[config.mk]
export PLATFORM = sky130hd
export DESIGN_NAME = fan_curve_with_standby_timeout_top
export DESIGN_NICKNAME = d
export VERILOG_FILES = /design/src/rtl/fcst_pkg.sv /design/src/rtl/fcst_scale.sv /design/src/rtl/fan_curve_with_standby_timeout_top.sv
export SDC_FILE = /design/constraint.sdc
export NUM_CORES = 1
export LEC_CHECK = 0
export BUFFER_PORTS_ARGS = -buffer_cell sky130_fd_sc_hd__buf_2
export CORE_MARGIN = 2
export CORE_UTILIZATION = 55
export DETAILED_ROUTE_END_ITERATION = 16
export PLACE_DENSITY = 0.8
export SLEW_MARGIN = 20
export SYNTH_ARGS = -nofsm -noshare
export SYNTH_HDL_FRONTEND = slang
export SYNTH_SLANG_ARGS = --single-unit
[constraint.sdc]
create_clock -name clk -period 8.9 [get_ports clk]
set_input_delay 1.335 -clock clk [delete_from_list [all_inputs] [get_ports clk]]
set_output_delay 1.335 -clock clk [all_outputs]
set_load 0.02 [all_outputs]
[src/rtl/fcst_pkg.sv]
package fcst_pkg;

  // register indexes on the configuration port
  localparam logic [1:0] REG_STANDBY_DUTY = 2'd0;
  localparam logic [1:0] REG_MIN_PWM      = 2'd1;
  localparam logic [1:0] REG_MAX_PWM      = 2'd2;
  localparam logic [1:0] REG_WAIT_SECONDS = 2'd3;

  // register reset values
  localparam logic [6:0]  STANDBY_DUTY_RESET = 7'd25;
  localparam logic [6:0]  MIN_PWM_RESET      = 7'd3;
  localparam logic [7:0]  MAX_PWM_RESET      = 8'd255;
  localparam logic [15:0] WAIT_SECONDS_RESET = 16'd10;

  // drive report code for a drive that is off
  localparam logic [7:0] DRIVE_OFF_CODE = 8'd100;

  // fixed-point reciprocal of 100: floor(m / 100) == (m * RECIP_100) >> RECIP_SHIFT
  // for every m below 2^15
  localparam logic [12:0] RECIP_100   = 13'd5243;
  localparam int          RECIP_SHIFT = 19;

  localparam logic [6:0] DUTY_0   = 7'd0;
  localparam logic [6:0] DUTY_10  = 7'd10;
  localparam logic [6:0] DUTY_20  = 7'd20;
  localparam logic [6:0] DUTY_30  = 7'd30;
  localparam logic [6:0] DUTY_50  = 7'd50;
  localparam logic [6:0] DUTY_75  = 7'd75;
  localparam logic [6:0] DUTY_100 = 7'd100;

  typedef struct packed {
    logic       req_type;
    logic [7:0] report_value;
  } in_word_t;

  typedef struct packed {
    logic [7:0] pwm_value;
    logic [6:0] duty_percent;
    logic       drive_active;
    logic       in_standby;
  } out_word_t;

  // chosen duty and flags handed to the scaler
  typedef struct packed {
    logic [6:0] duty;
    logic       active;
    logic       standby;
  } duty_word_t;

  // seven-band temperature curve
  function automatic logic [6:0] temp_to_duty(input logic [7:0] t);
    logic [6:0] d;
    case (t) inside
      [8'd0:8'd25]:  d = DUTY_0;
      [8'd26:8'd28]: d = DUTY_10;
      [8'd29:8'd32]: d = DUTY_20;
      [8'd33:8'd35]: d = DUTY_30;
      [8'd36:8'd39]: d = DUTY_50;
      [8'd40:8'd45]: d = DUTY_75;
      default:       d = DUTY_100;
    endcase
    return d;
  endfunction

endpackage

[src/rtl/fcst_scale.sv]
module fcst_scale
  import fcst_pkg::*;
(
  input  logic       clk,
  input  logic       rst,
  input  logic [6:0] min_pwm,
  input  logic [7:0] max_pwm,
  input  logic       in_valid,
  output logic       in_ready,
  input  duty_word_t in_data,
  output logic       out_valid,
  input  logic       out_ready,
  output out_word_t  out_data
);

  // product stage
  logic             s2_valid;
  logic             s2_neg;
  logic [14:0]      s2_mag;
  duty_word_t       s2_word;

  logic             en2;
  logic             en3;
  logic signed [8:0]  span;
  logic signed [16:0] prod;
  logic signed [16:0] prod_abs;

  logic [27:0]        recip;
  logic [8:0]         quot;
  logic signed [10:0] offs;
  logic signed [10:0] level;
  logic [7:0]         pwm_sat;

  assign en3      = !out_valid || out_ready;
  assign en2      = !s2_valid || en3;
  assign in_ready = en2;

  assign span     = $signed({1'b0, max_pwm}) - $signed({2'b00, min_pwm});
  assign prod     = $signed({1'b0, in_data.duty}) * span;
  assign prod_abs = prod[16] ? -prod : prod;

  // truncating divide by 100 on the magnitude, sign put back afterwards
  assign recip = s2_mag * RECIP_100;
  assign quot  = recip[27:RECIP_SHIFT];
  assign offs  = s2_neg ? -$signed({2'b00, quot}) : $signed({2'b00, quot});
  assign level = $signed({4'b0000, min_pwm}) + offs;

  always_comb begin
    if (level < 0) begin
      pwm_sat = 8'd0;
    end else if (level > 11'sd255) begin
      pwm_sat = 8'd255;
    end else begin
      pwm_sat = level[7:0];
    end
  end

  always_ff @(posedge clk) begin
    if (rst) begin
      s2_valid <= 1'b0;
    end else if (en2) begin
      s2_valid <= in_valid;
    end
  end

  always_ff @(posedge clk) begin
    if (en2 && in_valid) begin
      s2_neg  <= prod[16];
      s2_mag  <= prod_abs[14:0];
      s2_word <= in_data;
    end
  end

  always_ff @(posedge clk) begin
    if (rst) begin
      out_valid <= 1'b0;
    end else if (en3) begin
      out_valid <= s2_valid;
    end
  end

  always_ff @(posedge clk) begin
    if (en3 && s2_valid) begin
      out_data.pwm_value    <= pwm_sat;
      out_data.duty_percent <= s2_word.duty;
      out_data.drive_active <= s2_word.active;
      out_data.in_standby   <= s2_word.standby;
    end
  end

endmodule

[src/rtl/fan_curve_with_standby_timeout_top.sv]
// Disk fan drive with a temperature curve and a standby timeout. Each input
// word is either a drive report (req_type 0: 100 means the drive is off, any
// other value is a temperature) or a one-second tick (req_type 1); every word
// yields exactly one result word with the pwm compare value, the chosen duty
// and the drive and standby flags. One word is accepted per clock cycle,
// sustained, as long as results are taken; after its word is accepted, a
// result passes the decision, multiply and output registers in turn. The
// held report, timer and standby flag update in the cycle a
// word is accepted, so back-to-back words see each other's effect. The scale
// min_pwm + duty*(max_pwm-min_pwm)/100 is split over two stages: one signed
// multiply, then a reciprocal multiply for the divide by 100. Configuration
// writes take effect at once and should be made while no word is in flight.
module fan_curve_with_standby_timeout_top
  import fcst_pkg::*;
(
  input  logic        clk,
  input  logic        rst,
  // configuration write port
  input  logic        cfg_wr_en,
  input  logic [1:0]  cfg_index,
  input  logic [15:0] cfg_data,
  // input words
  input  logic        in_valid,
  output logic        in_ready,
  input  in_word_t    in_data,
  // result words
  output logic        out_valid,
  input  logic        out_ready,
  output out_word_t   out_data
);

  // configuration registers
  logic [6:0]  standby_duty;
  logic [6:0]  min_pwm;
  logic [7:0]  max_pwm;
  logic [15:0] wait_seconds;

  // fan state
  logic [7:0]  held_report;
  logic        standby_flag;
  logic        timer_running;
  logic [15:0] elapsed_seconds;

  logic [7:0]  held_report_next;
  logic        standby_flag_next;
  logic        timer_running_next;
  logic [15:0] elapsed_seconds_next;

  // decision stage
  logic        s1_valid;
  duty_word_t  s1_word;
  duty_word_t  s1_word_next;
  logic        s1_ready;
  logic        accept;
  logic        tick;
  logic        active;

  assign in_ready = !s1_valid || s1_ready;
  assign accept   = in_valid && in_ready;
  assign tick     = in_data.req_type;

  always_ff @(posedge clk) begin
    if (rst) begin
      standby_duty <= STANDBY_DUTY_RESET;
      min_pwm      <= MIN_PWM_RESET;
      max_pwm      <= MAX_PWM_RESET;
      wait_seconds <= WAIT_SECONDS_RESET;
    end else if (cfg_wr_en) begin
      case (cfg_index)
        REG_STANDBY_DUTY: standby_duty <= cfg_data[6:0];
        REG_MIN_PWM:      min_pwm      <= cfg_data[6:0];
        REG_MAX_PWM:      max_pwm      <= cfg_data[7:0];
        REG_WAIT_SECONDS: wait_seconds <= cfg_data;
        default:          ;
      endcase
    end
  end

  // a report replaces the held value, a tick re-evaluates it
  assign held_report_next = tick ? held_report : in_data.report_value;
  assign active           = held_report_next != DRIVE_OFF_CODE;

  always_comb begin
    standby_flag_next    = standby_flag;
    timer_running_next   = timer_running;
    elapsed_seconds_next = elapsed_seconds;
    s1_word_next.active  = active;
    if (active) begin
      // drive running: follow the curve, forget any off time
      standby_flag_next    = 1'b0;
      timer_running_next   = 1'b0;
      elapsed_seconds_next = 16'd0;
      s1_word_next.duty    = temp_to_duty(held_report_next);
    end else if (standby_flag) begin
      s1_word_next.duty = min_pwm;
    end else begin
      s1_word_next.duty = standby_duty;
      if (!timer_running) begin
        // first off word starts the count at zero
        timer_running_next   = 1'b1;
        elapsed_seconds_next = 16'd0;
      end else if (tick) begin
        elapsed_seconds_next = elapsed_seconds + 16'd1;
      end
      if (elapsed_seconds_next == wait_seconds) begin
        // timeout word itself shows zero duty
        s1_word_next.duty = DUTY_0;
        standby_flag_next = 1'b1;
      end
    end
    s1_word_next.standby = standby_flag_next;
  end

  always_ff @(posedge clk) begin
    if (rst) begin
      held_report     <= 8'd0;
      standby_flag    <= 1'b0;
      timer_running   <= 1'b0;
      elapsed_seconds <= 16'd0;
    end else if (accept) begin
      held_report     <= held_report_next;
      standby_flag    <= standby_flag_next;
      timer_running   <= timer_running_next;
      elapsed_seconds <= elapsed_seconds_next;
    end
  end

  always_ff @(posedge clk) begin
    if (rst) begin
      s1_valid <= 1'b0;
    end else if (in_ready) begin
      s1_valid <= in_valid;
    end
  end

  always_ff @(posedge clk) begin
    if (accept) begin
      s1_word <= s1_word_next;
    end
  end

  // duty to pwm scaling and the output register
  fcst_scale u_scale (
    .clk       (clk),
    .rst       (rst),
    .min_pwm   (min_pwm),
    .max_pwm   (max_pwm),
    .in_valid  (s1_valid),
    .in_ready  (s1_ready),
    .in_data   (s1_word),
    .out_valid (out_valid),
    .out_ready (out_ready),
    .out_data  (out_data)
  );

endmodule

==> metrics.txt, run 1 <==
# TYPE chip_impl_metric gauge
chip_impl_metric{name="buf_inv_stages_crit_path",unit=""} 4
chip_impl_metric{name="global_route.overflow_total",unit=""} 0
chip_impl_info{name="post-synth-top-area-cell",value="sky130_fd_sc_hd__fa_1"} 1
chip_impl_metric{name="fin_util",unit="%"} 61.0
chip_impl_metric{name="floorplan.io_pins",unit=""} 51
chip_impl_info{name="clock_tree_root_driver_cell",value="sky130_fd_sc_hd__clkbuf_16"} 1
chip_impl_metric{name="worstSetupPathDepth",unit=""} 28
chip_impl_metric{name="grt_antenna_before_repair",unit=""} 0
chip_impl_metric{name="synth_async_sr_flop_share",unit="%"} 0
chip_impl_metric{name="number_of_h_tree_levels",unit=""} 4
chip_impl_info{name="cts_tree",value="built"} 1
chip_impl_metric{name="post_synthesis_sequential_area_ratio",unit="%"} 23.5
chip_impl_metric{name="ys_types",unit=""} 72
chip_impl_metric{name="setup_violations",unit=""} 0
chip_impl_info{name="synth_most_common_cell",value="sky130_fd_sc_hd__inv_1"} 1
chip_impl_metric{name="grt_pass1_vias",unit=""} 9268
chip_impl_metric{name="synth_warnings",unit=""} 0
chip_impl_metric{name="starting_density_of_the_core",unit="%"} 56.0
chip_impl_metric{name="post_route_cells_drive_above_1_share",unit="%"} 7.83
chip_impl_metric{name="cts_resized",unit=""} 0
chip_impl_metric{name="drt_wl_total",unit="um"} 25600
chip_impl_metric{name="path_max_fanout",unit=""} 8
chip_impl_metric{name="synth.net_count",unit=""} 1614
chip_impl_metric{name="drc",unit=""} 0
chip_impl_info{name="startpoint_type",value="flop"} 1
chip_impl_metric{name="dr.first_iter.drc_count",unit=""} 541
chip_impl_metric{name="post-route-min-period",unit="ns"} 7.83
chip_impl_info{name="critical_path.top_delay_family",value="adder cells"} 1
chip_impl_metric{name="period_share",unit="%"} 88.0
chip_impl_info{name="synth.area.top_cells",value="sky130_fd_sc_hd__fa_1 20%, sky130_fd_sc_hd__ha_1 16%, sky130_fd_sc_hd__edfxtp_1 13%, sky130_fd_sc_hd__dfxtp_1 11%, sky130_fd_sc_hd__inv_1 7.1%"} 1
chip_impl_metric{name="reg2reg_setup_slack",unit="ns"} 1.07
chip_impl_info{name="timing_worst_setup_path_type",value="reg2reg"} 1
chip_impl_metric{name="max_capacitance_violation_count",unit=""} 0
chip_impl_metric{name="grt_util_all_layers",unit="%"} 22.9
chip_impl_metric{name="worstMarginPinSlew",unit="ns"} 0.969
chip_impl_metric{name="clkLatencyLatePin",unit="ns"} 0.42
chip_impl_metric{name="cts_buffer_depth",unit=""} 2
chip_impl_metric{name="drt_pass1_iterations",unit=""} 5
chip_impl_metric{name="post-synth-top-area-fraction",unit="%"} 20.0
chip_impl_info{name="critical_path.slowest_cell",value="sky130_fd_sc_hd__xnor2_1"} 1
chip_impl_metric{name="fin_worst_skew",unit="ns"} 0.0116
chip_impl_metric{name="antenna_violating_nets_post_route",unit=""} 0
chip_impl_metric{name="vias",unit=""} 9047
chip_impl_metric{name="die_outline_width",unit="um"} 153
chip_impl_metric{name="timing.critical_path.slowest_cell_delay",unit="ns"} 0.61
chip_impl_metric{name="dpl.hpwl",unit="um"} 20500
chip_impl_metric{name="place.gp.congestion",unit=""} 0.876
chip_impl_info{name="cp-end-kind",value="flop"} 1
chip_impl_info{name="synth.cells.most_frequent",value="231 x sky130_fd_sc_hd__inv_1, 154 x sky130_fd_sc_hd__ha_1, 129 x sky130_fd_sc_hd__nand2_1"} 1
chip_impl_metric{name="syn-cell-area",unit="um^2"} 12200
chip_impl_info{name="grt_setup_unrepaired",value="no"} 1
chip_impl_metric{name="setup_tns",unit="ns"} 0
chip_impl_metric{name="count_of_inserted_antenna_diode_cells",unit=""} 0
chip_impl_info{name="crit-reg2reg-launch",value="u_scale.s2_mag[12]$_DFFE_PP_"} 1
chip_impl_metric{name="cts_hold_buffers",unit=""} 0
chip_impl_metric{name="synth.ff_latch_count",unit=""} 118
chip_impl_info{name="status",value="finished, final reports clean"} 1
chip_impl_metric{name="hold_depth",unit=""} 0
chip_impl_metric{name="worst-r2r-cell-count",unit=""} 28
chip_impl_metric{name="final_max_slew_viol_count",unit=""} 0
chip_impl_metric{name="netlist_instances",unit=""} 1306
chip_impl_metric{name="numCtsBuffers",unit=""} 17
chip_impl_metric{name="nFillCells",unit=""} 1784
chip_impl_metric{name="area_growth_syn_to_layout",unit="%"} 9.01
chip_impl_info{name="worst_hold_startpoint",value="u_scale.s2_word[2]$_DFFE_PP_"} 1
chip_impl_metric{name="post_cts.repair.setup_buffers",unit=""} 0
chip_impl_metric{name="pin_count_of_the_biggest_net_entering_global_routing",unit=""} 69
chip_impl_metric{name="floorplan.rows",unit=""} 54
chip_impl_metric{name="port-buffer-count",unit=""} 50
chip_impl_metric{name="clock_pin_transition_on_the_worst_setup_and_hold_timing_paths",unit="ns"} 0.06
chip_impl_info{name="timing.rr.end",value="u_scale.out_data[13]$_SDFFCE_PN0P_"} 1
chip_impl_info{name="worst_hold_path_type",value="reg2reg"} 1
chip_impl_metric{name="design.die.area",unit="um^2"} 23400
chip_impl_metric{name="detail_route.wl_per_cell",unit="um"} 15.5
chip_impl_metric{name="tritoncts_num_sinks",unit=""} 118
chip_impl_metric{name="synth-edff-count",unit=""} 51
chip_impl_metric{name="timing.final.hold_violations",unit=""} 0
chip_impl_metric{name="num-nets-final",unit=""} 1661
chip_impl_metric{name="worst_ep_arrival_time",unit="ns"} 8.12
chip_impl_metric{name="die_y_extent",unit="um"} 153
chip_impl_metric{name="required",unit="ns"} 9.19
chip_impl_metric{name="slew-limit-headroom",unit="%"} 34.8
chip_impl_metric{name="vias_per_cell",unit=""} 5.50
chip_impl_metric{name="max_freq",unit="GHz"} 0.128
chip_impl_metric{name="mean_instance_size_in_the_synthesized_netlist",unit="um^2"} 9.35
chip_impl_info{name="hold_path_end",value="u_scale.out_data[2]$_DFFE_PP_"} 1
chip_impl_metric{name="fp.coreArea",unit="um^2"} 21800
chip_impl_metric{name="grt_pass1_wl",unit="um"} 44000
chip_impl_info{name="synth_ff_type",value="sky130_fd_sc_hd__dfxtp_1"} 1
-- registers in the layout, summed over array words and instances, names as in the netlist, 7 cells and up --
signal / flops
min_pwm: 7
wait_seconds: 16
u_scale.s2_word: 9
u_scale.out_data: 17
s1_word: 9
elapsed_seconds: 16
standby_duty: 7
max_pwm: 8
held_report: 8
u_scale.s2_mag: 15
-- metrics by stage --
step                hold WS, ns  instances  setup slack [ns]  area [um^2]
floorplan                 0.400       1306              1.79        12200
global placement          0.405       1614              1.38        12700
detailed placement        0.412       1614              1.12        12700
CTS                       0.426       1646              1.04        13300
global route              0.438       1646             0.555        13300
finish                    0.426       1646              1.07        13300
-- per-layer routing --
| layer | share of wire [%] | GRT usage (%) | vias up |
|---|---|---|---|
| met4 | 1.3 | 5.47 | 0 |
| met3 | 4.4 | 3.71 | 28 |
| met5 | 0 | 0 | - |
| met1 | 46 | 31.3 | 4396 |
| li1 | - | - | 4409 |
| met2 | 49 | 38.4 | 214 |
-- layout make-up --
class / instances / area, um^2 / share of cell area (%)
inverter: 232 / 871 / 6.54
tap: 280 / 350 / 2.63
sequential: 118 / 2870 / 21.6
timing repair buffer: 54 / 283 / 2.12
clock inverter: 15 / 145 / 1.09
multi-input combinational: 930 / 8370 / 62.8
clock buffer: 17 / 425 / 3.19
-- cells by family (layout without fill, tap and decap cells) --
group | after synthesis | count (layout) | synth area share (%)
muxes | 21 | 21 | 1.75
buffers and inverters | 258 | 318 | 8.00
DFF | 118 | 118 | 23.5
xor gates and xnor gates | 77 | 77 | 5.58
adders and majority gates | 276 | 276 | 35.8
and+or+nand+nor | 357 | 357 | 14.1
AOI/OAI and AO/OA | 199 | 199 | 11.3
-- worst max path at each step --
stage	startpoint	endpoint	slack, ns
after detailed placement	u_scale.s2_mag[12]$_DFFE_PP_	u_scale.out_data[11]$_SDFFCE_PN0P_	1.12
after global routing	u_scale.s2_mag[12]$_DFFE_PP_	u_scale.out_data[13]$_SDFFCE_PN0P_	0.56
final	u_scale.s2_mag[12]$_DFFE_PP_	u_scale.out_data[13]$_SDFFCE_PN0P_	1.07
after CTS	u_scale.s2_mag[12]$_DFFE_PP_	u_scale.out_data[13]$_SDFFCE_PN0P_	1.04
after global placement	u_scale.s2_mag[12]$_DFFE_PP_	u_scale.out_data[16]$_SDFFCE_PN0P_	1.38
after floorplan	u_scale.s2_mag[12]$_DFFE_PP_	u_scale.out_data[11]$_SDFFCE_PN0P_	1.79
-- layout by cell type, fill, tap and decap left out, drive strengths merged, types with 6 or more instances in the layout --
cell type	synthesis	layout
nand2	130	130
dfxtp	67	67
xnor2	44	44
o41ai	6	6
o211ai	7	7
xor2	33	33
inv	231	237
ha	154	154
nor3	13	13
fa	122	122
nand4	7	7
a21oi	68	68
nor4	7	7
edfxtp	51	51
and3	6	6
nor2	69	69
nor2b	14	14
nand3	27	27
clkbuf	21	17
a211oi	8	8
and2	44	44
o21ai	38	38
nand3b	14	14
nand2b	8	8
buf	5	54
a21o	12	12
mux2i	18	18
o21a	9	9
Power of run 1 is not shown: default switching activity piles up to over one toggle a cycle in this logic, so the estimate is an artifact.
==> inputs of run 2 (changes only) <==
--- a/config.mk
+++ b/config.mk
@@ -10,6 +10,7 @@
 export CORE_UTILIZATION = 55
 export DETAILED_ROUTE_END_ITERATION = 16
 export PLACE_DENSITY = 0.8
+export RECOVER_POWER = 25
 export SLEW_MARGIN = 20
 export SYNTH_ARGS = -nofsm -noshare
 export SYNTH_HDL_FRONTEND = slang
==> metrics.txt, run 2 (synthesis gave the netlist of run 1 again) <==
# TYPE chip_impl_metric gauge
chip_impl_metric{name="clock_pin_transition_on_the_worst_setup_and_hold_timing_paths",unit="ns"} 0.06
chip_impl_info{name="timing_worst_setup_path_type",value="reg2reg"} 1
chip_impl_metric{name="antenna_violating_nets_post_route",unit=""} 0
chip_impl_metric{name="period_share",unit="%"} 87.9
chip_impl_metric{name="global_route.overflow_total",unit=""} 0
chip_impl_metric{name="numCtsBuffers",unit=""} 17
chip_impl_metric{name="drt_pass1_iterations",unit=""} 5
chip_impl_info{name="final_common_cell",value="sky130_fd_sc_hd__inv_1"} 1
chip_impl_metric{name="required",unit="ns"} 9.19
chip_impl_metric{name="count_of_inserted_antenna_diode_cells",unit=""} 0
chip_impl_metric{name="worstMarginPinSlew",unit="ns"} 2.85
chip_impl_metric{name="die_y_extent",unit="um"} 153
chip_impl_info{name="cts_tree",value="built"} 1
chip_impl_metric{name="setup_violations",unit=""} 0
chip_impl_metric{name="cts_buffer_depth",unit=""} 2
chip_impl_info{name="critical_path.slowest_cell",value="sky130_fd_sc_hd__xnor2_1"} 1
chip_impl_info{name="timing.rr.end",value="u_scale.out_data[13]$_SDFFCE_PN0P_"} 1
chip_impl_metric{name="dpl.hpwl",unit="um"} 20500
chip_impl_metric{name="grt_util_all_layers",unit="%"} 22.9
chip_impl_info{name="layout_common_cells",value="231 x sky130_fd_sc_hd__inv_1, 154 x sky130_fd_sc_hd__ha_1, 129 x sky130_fd_sc_hd__nand2_1"} 1
chip_impl_info{name="cp-end-kind",value="flop"} 1
chip_impl_metric{name="starting_density_of_the_core",unit="%"} 56.0
chip_impl_metric{name="dr.first_iter.drc_count",unit=""} 601
chip_impl_metric{name="largest_register_ffs",unit=""} 17
chip_impl_metric{name="post_cts.repair.setup_buffers",unit=""} 0
chip_impl_info{name="grt_setup_unrepaired",value="no"} 1
chip_impl_metric{name="port-buffer-count",unit=""} 50
chip_impl_metric{name="floorplan.io_pins",unit=""} 51
chip_impl_metric{name="reg2reg_setup_slack",unit="ns"} 1.07
chip_impl_info{name="status",value="finished with violations"} 1
chip_impl_metric{name="tritoncts_num_sinks",unit=""} 118
chip_impl_info{name="violations_in_the_final_reports",value="capacitance limit, slew limit"} 1
chip_impl_metric{name="slew-limit-headroom",unit="%"} -89.7
chip_impl_info{name="regMostFlops",value="u_scale.out_data"} 1
chip_impl_metric{name="final_max_slew_viol_count",unit=""} 69
chip_impl_metric{name="path_max_fanout",unit=""} 8
chip_impl_metric{name="cts_resized",unit=""} 0
chip_impl_metric{name="post-route-min-period",unit="ns"} 7.83
chip_impl_metric{name="area_growth_syn_to_layout",unit="%"} 8.95
chip_impl_metric{name="fin_worst_skew",unit="ns"} 0.0159
chip_impl_metric{name="fp.coreArea",unit="um^2"} 21800
chip_impl_metric{name="worst-r2r-cell-count",unit=""} 28
chip_impl_metric{name="timing.final.hold_violations",unit=""} 0
chip_impl_metric{name="place.gp.congestion",unit=""} 0.876
chip_impl_metric{name="design.die.area",unit="um^2"} 23400
chip_impl_metric{name="pin_count_of_the_biggest_net_entering_global_routing",unit=""} 69
chip_impl_info{name="crit-reg2reg-launch",value="u_scale.s2_mag[12]$_DFFE_PP_"} 1
chip_impl_info{name="worst_hold_startpoint",value="u_scale.s2_word[2]$_DFFE_PP_"} 1
chip_impl_metric{name="number_of_h_tree_levels",unit=""} 4
chip_impl_metric{name="floorplan.rows",unit=""} 54
chip_impl_metric{name="drt_wl_total",unit="um"} 25500
chip_impl_metric{name="timing.critical_path.slowest_cell_delay",unit="ns"} 0.62
chip_impl_metric{name="final.setup.worst_slack",unit="ns"} 1.07
chip_impl_metric{name="hold_depth",unit=""} 0
chip_impl_metric{name="vias_per_cell",unit=""} 5.54
chip_impl_metric{name="max_freq",unit="GHz"} 0.128
chip_impl_metric{name="dpl_worst_slack",unit="ns"} 1.12
chip_impl_metric{name="cts_hold_buffers",unit=""} 0
chip_impl_metric{name="max_capacitance_violation_count",unit=""} 1
chip_impl_metric{name="clkLatencyLatePin",unit="ns"} 0.43
chip_impl_info{name="largest_registers",value="u_scale.out_data x17, elapsed_seconds x16, wait_seconds x16"} 1
chip_impl_metric{name="setup_tns",unit="ns"} 0
chip_impl_metric{name="die_outline_width",unit="um"} 153
chip_impl_info{name="worst_hold_path_type",value="reg2reg"} 1
chip_impl_metric{name="drc",unit=""} 0
chip_impl_metric{name="num-nets-final",unit=""} 1661
chip_impl_metric{name="grt_pass1_vias",unit=""} 9268
chip_impl_metric{name="grt_pass1_wl",unit="um"} 44000
chip_impl_metric{name="worst_ep_arrival_time",unit="ns"} 8.12
chip_impl_metric{name="grt_antenna_before_repair",unit=""} 0
chip_impl_metric{name="post_route_cells_drive_above_1_share",unit="%"} 7.69
chip_impl_metric{name="detail_route.wl_per_cell",unit="um"} 15.5
chip_impl_metric{name="vias",unit=""} 9114
chip_impl_info{name="startpoint_type",value="flop"} 1
chip_impl_info{name="hold_path_end",value="u_scale.out_data[2]$_DFFE_PP_"} 1
chip_impl_info{name="clock_tree_root_driver_cell",value="sky130_fd_sc_hd__clkbuf_16"} 1
==> run 2: cell types whose count changed in the layout (fill, tap and decap cells not counted), sizes merged <==
cell    before  now
buf         54   52
clkbuf      17   19
==> run 2: cell type report <==
cell class	count	area, um^2
inverter	232	871
multi-input combinational	930	8370
clock buffer	17	425
fill	1785	8510
clock inverter	15	145
tap	280	350
sequential	118	2870
timing repair buffer	54	275
==> run 2: worst max-delay path: cells and delay by family, from the launching register on <==
kind            cells  cell delay [ns]
mux                 1             0.06
xor+xnor            2             0.90
simple gates        3             0.59
flops               1             0.58
buf+inv             4             0.21
compound gates     11             2.40
fa+ha+maj           7             2.93
==> run 2: metal layers <==
layer | GRT usage (%) | routed length [um] | up-vias
li1 | - | - | 4409
met1 | 31.3 | 11600 | 4447
met2 | 38.4 | 12500 | 233
met3 | 3.71 | 1160 | 25
met4 | 5.47 | 298 | 0
met5 | 0 | 0 | -
==> run 2: per-stage QoR <==
step                      util, %  cells  hold slack, ns  cell area, um^2
after floorplan                 -   1306           0.400            12200
after global placement       58.4   1614           0.405            12700
after detailed placement     58.4   1614           0.412            12700
after CTS                    61.0   1646           0.426            13300
after global routing         61.0   1646           0.438            13300
final                        61.0   1646           0.426            13300
==> run 2: how the worst max path moves through the flow <==
stage / start / to / slack [ns] / depth (start not counted)
after floorplan: u_scale.s2_mag[12]$_DFFE_PP_ / u_scale.out_data[11]$_SDFFCE_PN0P_ / 1.79 / 28
after global placement: u_scale.s2_mag[12]$_DFFE_PP_ / u_scale.out_data[16]$_SDFFCE_PN0P_ / 1.38 / 28
after detailed placement: u_scale.s2_mag[12]$_DFFE_PP_ / u_scale.out_data[11]$_SDFFCE_PN0P_ / 1.12 / 28
after CTS: u_scale.s2_mag[12]$_DFFE_PP_ / u_scale.out_data[13]$_SDFFCE_PN0P_ / 1.04 / 28
after global routing: u_scale.s2_mag[12]$_DFFE_PP_ / u_scale.out_data[13]$_SDFFCE_PN0P_ / 0.56 / 28
final: u_scale.s2_mag[12]$_DFFE_PP_ / u_scale.out_data[13]$_SDFFCE_PN0P_ / 1.07 / 28
Power of run 2 is left out for the same reason.
